**config.mk**
```make
export PLATFORM = sky130hd
export DESIGN_NAME = spi_master_byte_shifter
export DESIGN_NICKNAME = d
export VERILOG_FILES = /design/src/rtl/core/smb_pkg.sv /design/src/rtl/core/smb_front.sv /design/src/rtl/core/smb_queue.sv /design/src/rtl/core/smb_back.sv /design/src/rtl/core/spi_master_byte_shifter.sv
export SDC_FILE = /design/constraint.sdc
export NUM_CORES = 1
export LEC_CHECK = 0
export ABC_AREA = 1
export BUFFER_PORTS_ARGS = -buffer_cell sky130_fd_sc_hd__buf_2
export CAP_MARGIN = 20
export CORE_ASPECT_RATIO = 2
export CORE_MARGIN = 2
export CORE_UTILIZATION = 54
export DETAILED_ROUTE_END_ITERATION = 8
export PLACE_DENSITY = 0.76
export RECOVER_POWER = 25
export SKIP_CTS_REPAIR_TIMING = 1
export SYNTH_ARGS = -nofsm -noshare
export SYNTH_HDL_FRONTEND = slang
export SYNTH_SLANG_ARGS = --single-unit
```
**constraint.sdc**
```tcl
create_clock -name clock -period 2.69 [get_ports clock]
set_clock_uncertainty 0.1 [all_clocks]
set_input_delay 0.269 -clock clock [delete_from_list [all_inputs] [get_ports clock]]
set_output_delay 0.269 -clock clock [all_outputs]
set_load 0.05 [all_outputs]
```
**src/rtl/core/smb_pkg.sv**
```systemverilog
package smb_pkg;

   // request action codes
   localparam logic [1:0] ACT_TICK  = 2'd0;
   localparam logic [1:0] ACT_WRITE = 2'd1;
   localparam logic [1:0] ACT_READ  = 2'd2;
   localparam logic [1:0] ACT_CLEAR = 2'd3;

   // configuration register indexes
   localparam logic [1:0] CSR_CLOCK_MODE   = 2'd0;
   localparam logic [1:0] CSR_LSB_FIRST    = 2'd1;
   localparam logic [1:0] CSR_BAUD_DIVISOR = 2'd2;

   localparam logic [7:0] BAUD_DIVISOR_RESET = 8'd255;
   localparam int         BITS_PER_WORD      = 8;
   localparam int         QUEUE_DEPTH        = 2;

   typedef struct packed {
      logic [1:0] action;
      logic [7:0] tx_byte;
      logic       miso_bit;
   } smb_cmd_type;

   typedef struct packed {
      logic [1:0] clock_mode;
      logic       lsb_first;
      logic [7:0] baud_divisor;
   } smb_cfg_type;

endpackage

```
**src/rtl/core/smb_front.sv**
```systemverilog
module smb_front
   import smb_pkg::*;
(
   input  logic        clock,
   input  logic        reset,
   input  logic        req_valid,
   output logic        req_ready,
   input  logic [1:0]  req_action,
   input  logic [7:0]  req_tx_byte,
   input  logic        req_miso_bit,
   input  logic        queue_full,
   output logic        push,
   output smb_cmd_type push_cmd
);

   logic        front_valid_ff;
   logic        front_valid_in;
   smb_cmd_type front_cmd_ff;
   smb_cmd_type front_cmd_in;
   logic        accept;

   assign push      = front_valid_ff & ~queue_full;
   assign req_ready = ~front_valid_ff | ~queue_full;
   assign accept    = req_valid & req_ready;
   assign push_cmd  = front_cmd_ff;

   // classify: keep only the operand that the action uses
   always_comb begin
      front_cmd_in.action   = req_action;
      front_cmd_in.tx_byte  = (req_action == ACT_WRITE) ? req_tx_byte : 8'd0;
      front_cmd_in.miso_bit = (req_action == ACT_TICK) ? req_miso_bit : 1'b0;
   end

   always_comb begin
      if (accept) begin
         front_valid_in = 1'b1;
      end else if (push) begin
         front_valid_in = 1'b0;
      end else begin
         front_valid_in = front_valid_ff;
      end
   end

   always_ff @(posedge clock) begin
      if (reset) begin
         front_valid_ff <= 1'b0;
      end else begin
         front_valid_ff <= front_valid_in;
      end
   end

   always_ff @(posedge clock) begin
      if (accept) begin
         front_cmd_ff <= front_cmd_in;
      end
   end

endmodule

```
**src/rtl/core/smb_queue.sv**
```systemverilog
module smb_queue
   import smb_pkg::*;
(
   input  logic        clock,
   input  logic        reset,
   input  logic        push,
   input  smb_cmd_type push_cmd,
   input  logic        pop,
   output logic        full,
   output logic        not_empty,
   output smb_cmd_type head_cmd
);

   localparam int PTR_W = $clog2(QUEUE_DEPTH);
   localparam int CNT_W = $clog2(QUEUE_DEPTH + 1);

   smb_cmd_type             entry_ff [QUEUE_DEPTH];
   logic [PTR_W-1:0]        wr_ptr_ff;
   logic [PTR_W-1:0]        wr_ptr_in;
   logic [PTR_W-1:0]        rd_ptr_ff;
   logic [PTR_W-1:0]        rd_ptr_in;
   logic [CNT_W-1:0]        count_ff;
   logic [CNT_W-1:0]        count_in;
   logic                    do_push;
   logic                    do_pop;

   assign full      = (count_ff == CNT_W'(QUEUE_DEPTH));
   assign not_empty = (count_ff != '0);
   assign head_cmd  = entry_ff[rd_ptr_ff];
   assign do_push   = push & ~full;
   assign do_pop    = pop & not_empty;

   function automatic logic [PTR_W-1:0] next_ptr(input logic [PTR_W-1:0] ptr);
      if (ptr == PTR_W'(QUEUE_DEPTH - 1)) begin
         return '0;
      end
      return ptr + PTR_W'(1);
   endfunction

   always_comb begin
      wr_ptr_in = do_push ? next_ptr(wr_ptr_ff) : wr_ptr_ff;
      rd_ptr_in = do_pop ? next_ptr(rd_ptr_ff) : rd_ptr_ff;
      count_in  = count_ff;
      if (do_push && !do_pop) begin
         count_in = count_ff + CNT_W'(1);
      end else if (do_pop && !do_push) begin
         count_in = count_ff - CNT_W'(1);
      end
   end

   always_ff @(posedge clock) begin
      if (reset) begin
         wr_ptr_ff <= '0;
         rd_ptr_ff <= '0;
         count_ff  <= '0;
      end else begin
         wr_ptr_ff <= wr_ptr_in;
         rd_ptr_ff <= rd_ptr_in;
         count_ff  <= count_in;
      end
   end

   always_ff @(posedge clock) begin
      if (do_push) begin
         entry_ff[wr_ptr_ff] <= push_cmd;
      end
   end

endmodule

```
**src/rtl/core/smb_back.sv**
```systemverilog
module smb_back
   import smb_pkg::*;
#(
   parameter int PRESCALE = 16
)
(
   input  logic        clock,
   input  logic        reset,
   input  smb_cfg_type cfg,
   input  logic        cmd_valid,
   input  smb_cmd_type cmd,
   output logic        pop,
   output logic        rsp_valid,
   input  logic        rsp_ready,
   output logic        rsp_sck_level,
   output logic        rsp_mosi_level,
   output logic [7:0]  rsp_rx_byte,
   output logic        rsp_tx_empty,
   output logic        rsp_transfer_end,
   output logic        rsp_rx_full,
   output logic        rsp_overrun
);

   localparam int HALF_UNIT = PRESCALE / 2;
   localparam int HALF_MAX  = HALF_UNIT * 256;
   localparam int CNT_W     = $clog2(HALF_MAX);
   localparam int HLEN_W    = $clog2(HALF_MAX + 1);

   logic [7:0]        tx_hold_ff,   tx_hold_in;
   logic              hold_full_ff, hold_full_in;
   logic [7:0]        tx_shift_ff,  tx_shift_in;
   logic [7:0]        rx_shift_ff,  rx_shift_in;
   logic [3:0]        bits_left_ff, bits_left_in;
   logic [CNT_W-1:0]  count_ff,     count_in;
   logic              phase_ff,     phase_in;
   logic              busy_ff,      busy_in;
   logic [7:0]        rx_data_ff,   rx_data_in;
   logic              rx_ready_ff,  rx_ready_in;
   logic              overrun_ff,   overrun_in;

   logic              rsp_valid_ff;
   logic              rsp_sck_ff, rsp_mosi_ff, rsp_tx_empty_ff;
   logic              rsp_end_ff, rsp_rx_full_ff, rsp_overrun_ff;
   logic [7:0]        rsp_rx_byte_ff;

   logic [HLEN_W-1:0] half_len;
   logic [HLEN_W-1:0] count_inc;
   logic              cpol;
   logic              cpha;
   logic              sck_in;
   logic              mosi_in;

   assign pop = cmd_valid & (~rsp_valid_ff | rsp_ready);

   assign cpol = cfg.clock_mode[1];
   assign cpha = cfg.clock_mode[0];

   assign half_len  = HLEN_W'(HALF_UNIT) * HLEN_W'({1'b0, cfg.baud_divisor} + 9'd1);
   assign count_inc = HLEN_W'(count_ff) + HLEN_W'(1);

   always_comb begin
      tx_hold_in   = tx_hold_ff;
      hold_full_in = hold_full_ff;
      tx_shift_in  = tx_shift_ff;
      rx_shift_in  = rx_shift_ff;
      bits_left_in = bits_left_ff;
      count_in     = count_ff;
      phase_in     = phase_ff;
      busy_in      = busy_ff;
      rx_data_in   = rx_data_ff;
      rx_ready_in  = rx_ready_ff;
      overrun_in   = overrun_ff;

      case (cmd.action)
         ACT_TICK: begin
            if (busy_ff) begin
               if (count_inc >= half_len) begin
                  count_in = '0;
                  if (!phase_ff) begin
                     // sample MISO at the end of the first half
                     rx_shift_in = cfg.lsb_first ? {cmd.miso_bit, rx_shift_ff[7:1]}
                                                 : {rx_shift_ff[6:0], cmd.miso_bit};
                     phase_in = 1'b1;
                  end else begin
                     // present the next bit at the end of the second half
                     phase_in     = 1'b0;
                     tx_shift_in  = cfg.lsb_first ? {1'b0, tx_shift_ff[7:1]}
                                                  : {tx_shift_ff[6:0], 1'b0};
                     bits_left_in = bits_left_ff - 4'd1;
                     if (bits_left_ff == 4'd1) begin
                        busy_in = 1'b0;
                        if (rx_ready_ff) begin
                           overrun_in = 1'b1;
                        end else begin
                           rx_data_in  = rx_shift_ff;
                           rx_ready_in = 1'b1;
                        end
                     end
                  end
               end else begin
                  count_in = count_inc[CNT_W-1:0];
               end
            end
            // start the held word once the shifter is free
            if (!busy_in && hold_full_ff) begin
               tx_shift_in  = tx_hold_ff;
               hold_full_in = 1'b0;
               busy_in      = 1'b1;
               bits_left_in = 4'(BITS_PER_WORD);
               count_in     = '0;
               phase_in     = 1'b0;
               rx_shift_in  = 8'd0;
            end
         end
         ACT_WRITE: begin
            tx_hold_in   = cmd.tx_byte;
            hold_full_in = 1'b1;
         end
         ACT_READ: begin
            rx_ready_in = 1'b0;
         end
         ACT_CLEAR: begin
            overrun_in = 1'b0;
         end
         default: begin
            overrun_in = overrun_ff;
         end
      endcase
   end

   always_comb begin
      if (busy_in) begin
         sck_in  = cpol ^ cpha ^ phase_in;
         mosi_in = cfg.lsb_first ? tx_shift_in[0] : tx_shift_in[7];
      end else begin
         sck_in  = cpol;
         mosi_in = 1'b0;
      end
   end

   always_ff @(posedge clock) begin
      if (reset) begin
         tx_hold_ff   <= 8'd0;
         hold_full_ff <= 1'b0;
         tx_shift_ff  <= 8'd0;
         rx_shift_ff  <= 8'd0;
         bits_left_ff <= 4'd0;
         count_ff     <= '0;
         phase_ff     <= 1'b0;
         busy_ff      <= 1'b0;
         rx_data_ff   <= 8'd0;
         rx_ready_ff  <= 1'b0;
         overrun_ff   <= 1'b0;
      end else if (pop) begin
         tx_hold_ff   <= tx_hold_in;
         hold_full_ff <= hold_full_in;
         tx_shift_ff  <= tx_shift_in;
         rx_shift_ff  <= rx_shift_in;
         bits_left_ff <= bits_left_in;
         count_ff     <= count_in;
         phase_ff     <= phase_in;
         busy_ff      <= busy_in;
         rx_data_ff   <= rx_data_in;
         rx_ready_ff  <= rx_ready_in;
         overrun_ff   <= overrun_in;
      end
   end

   always_ff @(posedge clock) begin
      if (reset) begin
         rsp_valid_ff <= 1'b0;
      end else if (pop) begin
         rsp_valid_ff <= 1'b1;
      end else if (rsp_ready) begin
         rsp_valid_ff <= 1'b0;
      end
   end

   always_ff @(posedge clock) begin
      if (pop) begin
         rsp_sck_ff      <= sck_in;
         rsp_mosi_ff     <= mosi_in;
         rsp_rx_byte_ff  <= rx_data_in;
         rsp_tx_empty_ff <= ~hold_full_in;
         rsp_end_ff      <= ~busy_in & ~hold_full_in;
         rsp_rx_full_ff  <= rx_ready_in;
         rsp_overrun_ff  <= overrun_in;
      end
   end

   assign rsp_valid        = rsp_valid_ff;
   assign rsp_sck_level    = rsp_sck_ff;
   assign rsp_mosi_level   = rsp_mosi_ff;
   assign rsp_rx_byte      = rsp_rx_byte_ff;
   assign rsp_tx_empty     = rsp_tx_empty_ff;
   assign rsp_transfer_end = rsp_end_ff;
   assign rsp_rx_full      = rsp_rx_full_ff;
   assign rsp_overrun      = rsp_overrun_ff;

endmodule

```
**src/rtl/core/spi_master_byte_shifter.sv**
```systemverilog
// A request word accepted into the front register passes through the command queue and
//    the executor output register before its response word is valid.
// Throughput: one word per cycle while responses are taken; the executor retires one
//    queued command per cycle and the two-entry queue lets front and executor stall
//    independently. Reset: synchronous, active high; clears all flags, counters and
//    the response valid flag, and loads mode 0, MSB first and baud divisor 255.
module spi_master_byte_shifter
   import smb_pkg::*;
#(
   parameter int PRESCALE = 16
)
(
   input  logic       clock,
   input  logic       reset,

   // request channel
   input  logic       req_valid,
   output logic       req_ready,
   input  logic [1:0] req_action,
   input  logic [7:0] req_tx_byte,
   input  logic       req_miso_bit,

   // response channel
   output logic       rsp_valid,
   input  logic       rsp_ready,
   output logic       rsp_sck_level,
   output logic       rsp_mosi_level,
   output logic [7:0] rsp_rx_byte,
   output logic       rsp_tx_empty,
   output logic       rsp_transfer_end,
   output logic       rsp_rx_full,
   output logic       rsp_overrun,

   // configuration write port
   input  logic       csr_write_enable,
   input  logic [1:0] csr_index,
   input  logic [7:0] csr_data
);

   smb_cfg_type cfg_ff;
   smb_cfg_type cfg_in;

   logic        q_push;
   logic        q_pop;
   logic        q_full;
   logic        q_not_empty;
   smb_cmd_type push_cmd;
   smb_cmd_type head_cmd;

   // Hold the settings; the user must change them only while no word is in flight (the block does not enforce this).
   always_comb begin
      cfg_in = cfg_ff;
      if (csr_write_enable) begin
         case (csr_index)
            CSR_CLOCK_MODE:   cfg_in.clock_mode   = csr_data[1:0];
            CSR_LSB_FIRST:    cfg_in.lsb_first    = csr_data[0];
            CSR_BAUD_DIVISOR: cfg_in.baud_divisor = csr_data;
            default: begin
               // drop writes to unused indexes
               cfg_in = cfg_ff;
            end
         endcase
      end
   end

   always_ff @(posedge clock) begin
      if (reset) begin
         cfg_ff.clock_mode   <= 2'd0;
         cfg_ff.lsb_first    <= 1'b0;
         cfg_ff.baud_divisor <= BAUD_DIVISOR_RESET;
      end else begin
         cfg_ff <= cfg_in;
      end
   end

   // Front: accept and classify request words into commands.
   smb_front u_front (
      .clock        (clock),
      .reset        (reset),
      .req_valid    (req_valid),
      .req_ready    (req_ready),
      .req_action   (req_action),
      .req_tx_byte  (req_tx_byte),
      .req_miso_bit (req_miso_bit),
      .queue_full   (q_full),
      .push         (q_push),
      .push_cmd     (push_cmd)
   );

   // Short command queue between front and executor.
   smb_queue u_queue (
      .clock     (clock),
      .reset     (reset),
      .push      (q_push),
      .push_cmd  (push_cmd),
      .pop       (q_pop),
      .full      (q_full),
      .not_empty (q_not_empty),
      .head_cmd  (head_cmd)
   );

   // Back: run the shifter, baud timer and flags; register the response word.
   smb_back #(
      .PRESCALE (PRESCALE)
   ) u_back (
      .clock            (clock),
      .reset            (reset),
      .cfg              (cfg_ff),
      .cmd_valid        (q_not_empty),
      .cmd              (head_cmd),
      .pop              (q_pop),
      .rsp_valid        (rsp_valid),
      .rsp_ready        (rsp_ready),
      .rsp_sck_level    (rsp_sck_level),
      .rsp_mosi_level   (rsp_mosi_level),
      .rsp_rx_byte      (rsp_rx_byte),
      .rsp_tx_empty     (rsp_tx_empty),
      .rsp_transfer_end (rsp_transfer_end),
      .rsp_rx_full      (rsp_rx_full),
      .rsp_overrun      (rsp_overrun)
   );

   // Front must never push into a full queue.
   assert property (@(posedge clock) disable iff (reset) q_push |-> !q_full)
      else $error("command pushed into full queue");

   // Executor retires a command only from a non-empty queue.
   assert property (@(posedge clock) disable iff (reset) q_pop |-> q_not_empty)
      else $error("command popped from empty queue");

   // An idle master with nothing held drives MOSI low and reports the holding register empty.
   assert property (@(posedge clock) disable iff (reset)
      (rsp_valid && rsp_transfer_end) |-> (!rsp_mosi_level && rsp_tx_empty))
      else $error("transfer end reported with MOSI high or data held");

endmodule

```
; Word level (Yosys, flattened, before mapping)
; Memories as Yosys holds them, arrays and structs flattened. A register that Yosys moved wholly into a read port is not among the register bits.
; Cells that the tools add are included.
[word_totals]
regBits = 94
input_bits = 26
ram_bits = 22
output_inout_bits = 16
n_memories = 1
word_cells = 153
[op_classes]
bitwise_logic = 15
n_eq_ne = 9
n_mux = 67
add_sub_neg = 7
order_cmp = 1
reduce_logical = 23
[mem_list]
columns = name, depth, word_bits, read_ports, rd_ports_with_merged_regs, wr, line_no
row1 = u_queue.entry_ff, 2, 11, 1, 1, 1, smb_queue.sv:17  ; smb_cmd_type entry_ff [QUEUE_DEPTH];
[ops]
columns = cell, n
row1 = 8-bit 2-to-1 mux, 17
row2 = 1-bit 2-to-1 mux, 38
row3 = 11-bit 2-to-1 mux, 3
row4 = 4-bit 2-to-1 mux, 4
row5 = 2-bit nonzero test, 7
row6 = "11-bit by 1-bit adder with 12-bit output, second input constant", 1
row7 = 12-bit greater-or-equal comparator, 1
row8 = 5-bit AND reduction, 2
row9 = "8-bit by 1-bit adder with 9-bit output, second input constant", 1
row10 = "2-bit == test, second input constant", 4
row11 = 2-bit AND reduction, 4
row12 = 1-bit AND, 6
row13 = "2-bit by 1-bit == test with 1-bit output, second input constant", 3
row14 = 2-bit logical NOT, 3
row15 = 1-bit case mux with 2 select lines, 3
row16 = 1-bit inverter, 5
row17 = "4-bit by 1-bit == test with 1-bit output, second input constant", 1
row18 = 2-bit 2-to-1 mux, 2
row19 = "4-bit by 1-bit subtractor with 4-bit output, second input constant", 1
row20 = 1-bit logical AND, 3
row21 = 1-bit logical NOT, 3
row22 = 3-bit AND reduction, 1
row23 = "1-bit adder, second input constant", 2
row24 = "2-bit by 1-bit adder with 2-bit output, second input constant", 1
row25 = 4 further kinds, 6

; Longest topological paths before layout
[depth]
depth_word = 12
ltp_mapped = 21
mapped_depth_nobuf = 21

; Hierarchy
; Synthesis repeated with hierarchy kept, for this count alone.
[hier_totals]
cells_unflattened = 713
hier_area_um2 = 5896.9
[modules_own_cells]
columns = mod, cells_per_inst, area_per_inst_um2, n_inst, seq_area_each_um2
row1 = smb_back, 546, 3897.5, 1, 1481.4
row2 = smb_queue, 71, 1082.3, 1, 760.7
row3 = smb_front, 37, 459.2, 1, 350.3
row4 = spi_master_byte_shifter, 59, 457.9, 1, 220.2

; Least setup slack after synthesis
; No wires, ideal clock.
[synth_path]
kind = register to register
startpoint = register u_back.count_ff[2]
endpoint = register u_back.rsp_sck_ff (netlist: u_back.rsp_sck_level), data pin
arrival_time_ns = 2.532
n_path_buf = 0
setup_slack_ns = -0.195
synth_period_minus_slack_ns = 2.885
stages_incl_launch_ff = 20
cell_sequence = dfxtp_1 -> inv_1 -> nor3_1 -> nand2_1 -> nor3_1 -> inv_1 -> o21ai_0 -> nand2_1 -> ha_1 -> nand2_1 -> a21oi_1 -> nor2_4 -> nand3_4 -> nand2_4 -> a21oi_4 -> nand2_1 -> nand3_1 -> nand2_1 -> nand2_1 -> nand2_1
[synth_via]
elab_chain_len = 11
[synth_rtl]
columns = element, line_no
row1 = start: declaration, smb_back.sv:34  ; logic [CNT_W-1:0] count_ff, count_in;
row2 = start signal: assignment, smb_back.sv:160  ; count_ff <= count_in;
row3 = 11-bit by 1-bit adder with 12-bit output (*), smb_back.sv:59  ; assign count_inc = HLEN_W'(count_ff) + HLEN_W'(1);
row4 = 12-bit greater-or-equal comparator (*), smb_back.sv:77  ; if (count_inc >= half_len) begin
row5 = 1-bit 2-to-1 mux, smb_back.sv:77
row6 = 1-bit 2-to-1 mux, smb_back.sv:76  ; if (busy_ff) begin
row7 = 1-bit 2-to-1 mux, smb_back.sv:74  ; case (cmd.action)
row8 = 1-bit logical NOT, smb_back.sv:105  ; if (!busy_in && hold_full_ff) begin
row9 = 1-bit logical AND, smb_back.sv:105
row10 = 1-bit 2-to-1 mux, smb_back.sv:105
row11 = 1-bit 2-to-1 mux, smb_back.sv:74
row12 = 1-bit XOR, smb_back.sv:133  ; sck_in = cpol ^ cpha ^ phase_in;
row13 = 1-bit 2-to-1 mux (*), smb_back.sv:132  ; if (busy_in) begin
row14 = via u_back.sck_in, smb_back.sv:50  ; logic sck_in;
row15 = end signal: assignment, smb_back.sv:181  ; rsp_sck_ff <= sck_in;
row16 = end: declaration, smb_back.sv:42  ; logic rsp_sck_ff, rsp_mosi_ff, rsp_tx_empty_ff;
; Mark *: on every way through the listed nets, which the timed path passes. The rest lies on a longest branch. The select of a mux whose other input is x is not followed.
; A chain may end at the register's enable or synchronous reset.

; Final worst setup path
[layout_path]
startpoint = register u_back.count_ff[1]
endpoint = register u_back.rsp_sck_ff (netlist: u_back.rsp_sck_level), data pin
; Same word-level chain as after synthesis.

==> impl_metrics.csv <==
group,metric,value,unit
cells_and_area,fin_nets,813,
route,ant_nets,0,
grt,grt_busiest_layer,"met2",
timing,finalSetupViolCount,58,
grt,grt_overflow,0,
cells_and_area,final_cell_mix,"124 x nand2_1, 92 x inv_1, 74 x nor2_1, 67 x dfxtp_1, 50 x buf_4",
cells_and_area,multi_input_area,2600,um2
floorplan,die_h,148,um
setup_path,startpoint_type,"register",
grt,grt_usage,23.6,%
cells_and_area,final-seq-area,2820,um2
cells_and_area,antenna_cells,0,
timing,final.period_utilization,117,%
setup_path,r2r_end,"u_back.rsp_sck_level",
yosys,synthCells,670,
grt,met3_usage,4.58,%
timing,fin_tns_setup,-20.81,ns
power,power.switching,2.67,mW
power,p_int,4.45,mW
route,drt_iter0_drc,299,
cts,clk_latency,0.42,ns
cells_and_area,post-route-util,71.6,%
power,clockPowerShare,30.3,%
setup_path,endpoint_kind,"register",
yosys,yosysWarnings,0,
floorplan,start_util,55.4,%
floorplan,die_x,76.0,um
setup_path,crit_fanout,6,
cts,htree_num_levels,4,
route,vias_per_cell,5.42,
setup_path,crit_type,"register to register",
power,ir_drop,0.929,mV
power,switching_share,37.5,%
cells_and_area,syn2layout_area_growth,29.2,%
timing,slew_viol_final,0,
cts,cts.sinks,117,
grt,grt_max_degree,27,
place,port_buffers,41,
setup_path,r2r_cells,18,
timing,rsz0062_at_grt,"yes",
yosys,synth.distinct_cells,40,
route,drc,0,
hold_path,min_path_cells,3,
power,power_frac_seq,35.4,%
cts,cts-root-buf,"clkbuf_16",
power,p_leak,3.22,nW
floorplan,die_area,11200,um2
cells_and_area,layout-drive-gt1-share,26.0,%
cts,path_clk_slew,0.05,ns
status,status,"complete, but fails checks",
yosys,syn_area,5590,um2
status,violations,"hold timing, setup timing",
place,dp_hpwl,9.31,mm
setup_path,cp_data_arrival_time,3.22,ns
floorplan,num_rows,52,
timing,timing.hold.ws,-0.0215,ns
place,gp_congestion,0.882,
timing,hold_viol_final,3,
yosys,seq_area_frac_synth,50.3,%
hold_path,min_to,"cfg_ff[3]",
grt,grt_use_met2,47.1,%
power,power_density,985,nW/um2
timing,timing.slew.headroom,62.3,%
setup_path,r2r_slack,-0.46,ns
grt,grt_pass1_vias,4863,
yosys,synth_ff_type,"dfxtp_1",
yosys,syn_area_per_cell,8.35,um2
yosys,syn_nets,712,
setup_path,cp_data_required_time,2.76,ns
flow_run,max_cap_viol_count,0,
route,vias,4983,
grt,grt_antenna_before_repair,0,
power,combPwrFrac,34.4,%
cells_and_area,n_fill_cell,683,
floorplan,pin_count,42,
timing,fmax,317,MHz
route,drt_pass1_iterations,5,
place,place_ws,-0.324,ns
cells_and_area,final_common_cell,"nand2_1",
hold_path,hp-start,"csr_data[3]",
cts,numCtsBuffers,17,
timing,fin_ws,-0.460,ns
setup_path,rr_startpoint,"u_back.count_ff[1]",
yosys,ys_async_sr_fraction,0,%
grt,grt_pass1_wl,21.2,mm
yosys,ys_seq_elements,117,
grt,use_met1,20.9,%
hold_path,min_path_type,"input port to register",
cts,cts_tree,"done",
timing,finalCriticalPeriod,3.15,ns
route,wl_per_cell,15.5,um
timing,worst_pin_slew,0.565,ns
route,wl,14.3,mm
cts,cts_buffer_depth,2,
yosys,synth-edff-count,47,
floorplan,core_area,10100,um2
-- metrics by stage --
| step | hold WS, ns | total power, mW | instance area (um2) | cells |
|---|---|---|---|---|
| detailed placement | 0.338 | 4.68 | 6230 | 871 |
| global route | 0.0139 | 7.43 | 7220 | 919 |
| global placement | 0.325 | 4.57 | 6230 | 871 |
| floorplan | 0.268 | 4.04 | 5610 | 670 |
| finish | -0.0215 | 7.12 | 7220 | 919 |
| CTS | -0.0441 | 6.82 | 6800 | 903 |
-- layer usage --
metal / up-vias / wire (um)
met5: - / 0
met4: 0 / 785
met3: 66 / 640
met2: 179 / 8120
met1: 2342 / 4750
li1: 2396 / -
-- worst max-delay path by stage --
stage	startpoint	to	cells after the start
2_1_floorplan	u_back.count_ff[0]	u_back.rsp_mosi_level	17
3_3_place_gp	u_back.count_ff[2]	u_back.tx_shift_ff[4]	18
3_5_place_dp	u_back.count_ff[0]	u_back.count_ff[7]	16
4_1_cts	u_back.count_ff[0]	u_back.count_ff[7]	16
5_1_grt	u_back.count_ff[1]	u_back.rx_shift_ff[0]	18
6_report	u_back.count_ff[1]	u_back.rsp_sck_level	18
-- power by group through the flow --
stage / Clock [mW] / Combinational, mW / Sequential [mW]
floorplan: 0 / 1.16 / 2.88
detailed placement: 0 / 2.15 / 2.53
global route: 2.23 / 2.65 / 2.55
global placement: 0 / 2.07 / 2.51
finish: 2.15 / 2.45 / 2.52
CTS: 2.16 / 2.17 / 2.50
-- worst max-delay path: stages (launching register included) --
cell and delay (ns):
dfxtp_2 0.34, inv_2 0.05, nor3_4 0.19, nand3_2 0.15, nor3_4 0.29, nand3_2 0.16, xor2_2 0.18, ha_1 0.31
nand2_2 0.07, nor2_4 0.15, nand3_4 0.09, nand3_4 0.13, nand2_4 0.10, a21oi_4 0.23, nand2_2 0.10, nand3_1 0.08
nand2_1 0.05, nand2_1 0.06, nand2_1 0.06
-- cell usage after synthesis (2+ instances only) --
library cell | number | share of area (%)
nand2_1 | 134 | 9.0
inv_1 | 96 | 6.4
nor2_1 | 77 | 5.2
dfxtp_1 | 70 | 25
o21ai_0 | 53 | 4.7
edfxtp_1 | 47 | 25
a21oi_1 | 29 | 2.6
nand3_1 | 29 | 2.6
ha_1 | 16 | 3.6
clkbuf_1 | 14 | 0.94
o21ai_1 | 14 | 1.3
xor2_1 | 10 | 1.6
a31oi_1 | 9 | 1.0
a211oi_1 | 7 | 0.94
buf_2 | 6 | 0.54
nand4_1 | 6 | 0.67
nor3_1 | 6 | 0.54
mux2i_1 | 5 | 0.90
nand2_4 | 5 | 1.0
xnor2_1 | 5 | 0.78
nand3_2 | 4 | 0.72
a21oi_4 | 3 | 0.87
o211ai_1 | 3 | 0.40
or2_2 | 3 | 0.34
nand2_2 | 2 | 0.22
nor2_4 | 2 | 0.40
nor3_2 | 2 | 0.36
-- area by class of cell --
| cell class | instances | share of cell area [%] |
|---|---|---|
| Clock inverter | 9 | 1.07 |
| Clock buffer | 23 | 6.77 |
| Inverter | 98 | 5.13 |
| Timing Repair Buffer | 103 | 9.67 |
| Tap cell | 135 | 2.34 |
| Sequential cell | 117 | 39.0 |
| Multi-Input combinational cell | 434 | 36.0 |
-- state kept, by name (all words and copies together) (netlist names), 2 cells and up, named ones only --
name / flops
cfg_ff: 11
u_back.bits_left_ff: 4
u_back.count_ff: 11
u_back.rsp_rx_byte: 8
u_back.rx_data_ff: 8
u_back.rx_shift_ff: 8
u_back.tx_hold_ff: 8
u_back.tx_shift_ff: 8
u_front.push_cmd: 11
u_queue.count_ff: 2
u_queue.entry_ff: 22
-- cells by family after synthesis --
kind of cell             synth area share, %
flip-flops                              50.3
multiplexers                           0.895
buffers and inverters                   8.44
AO/OA/AOI/OAI                           12.1
AND/OR/NAND/NOR                         22.3
adder cells (fa/ha/maj)                 3.58
XOR/XNOR                                2.35
(Power assumes the default switching activity.)
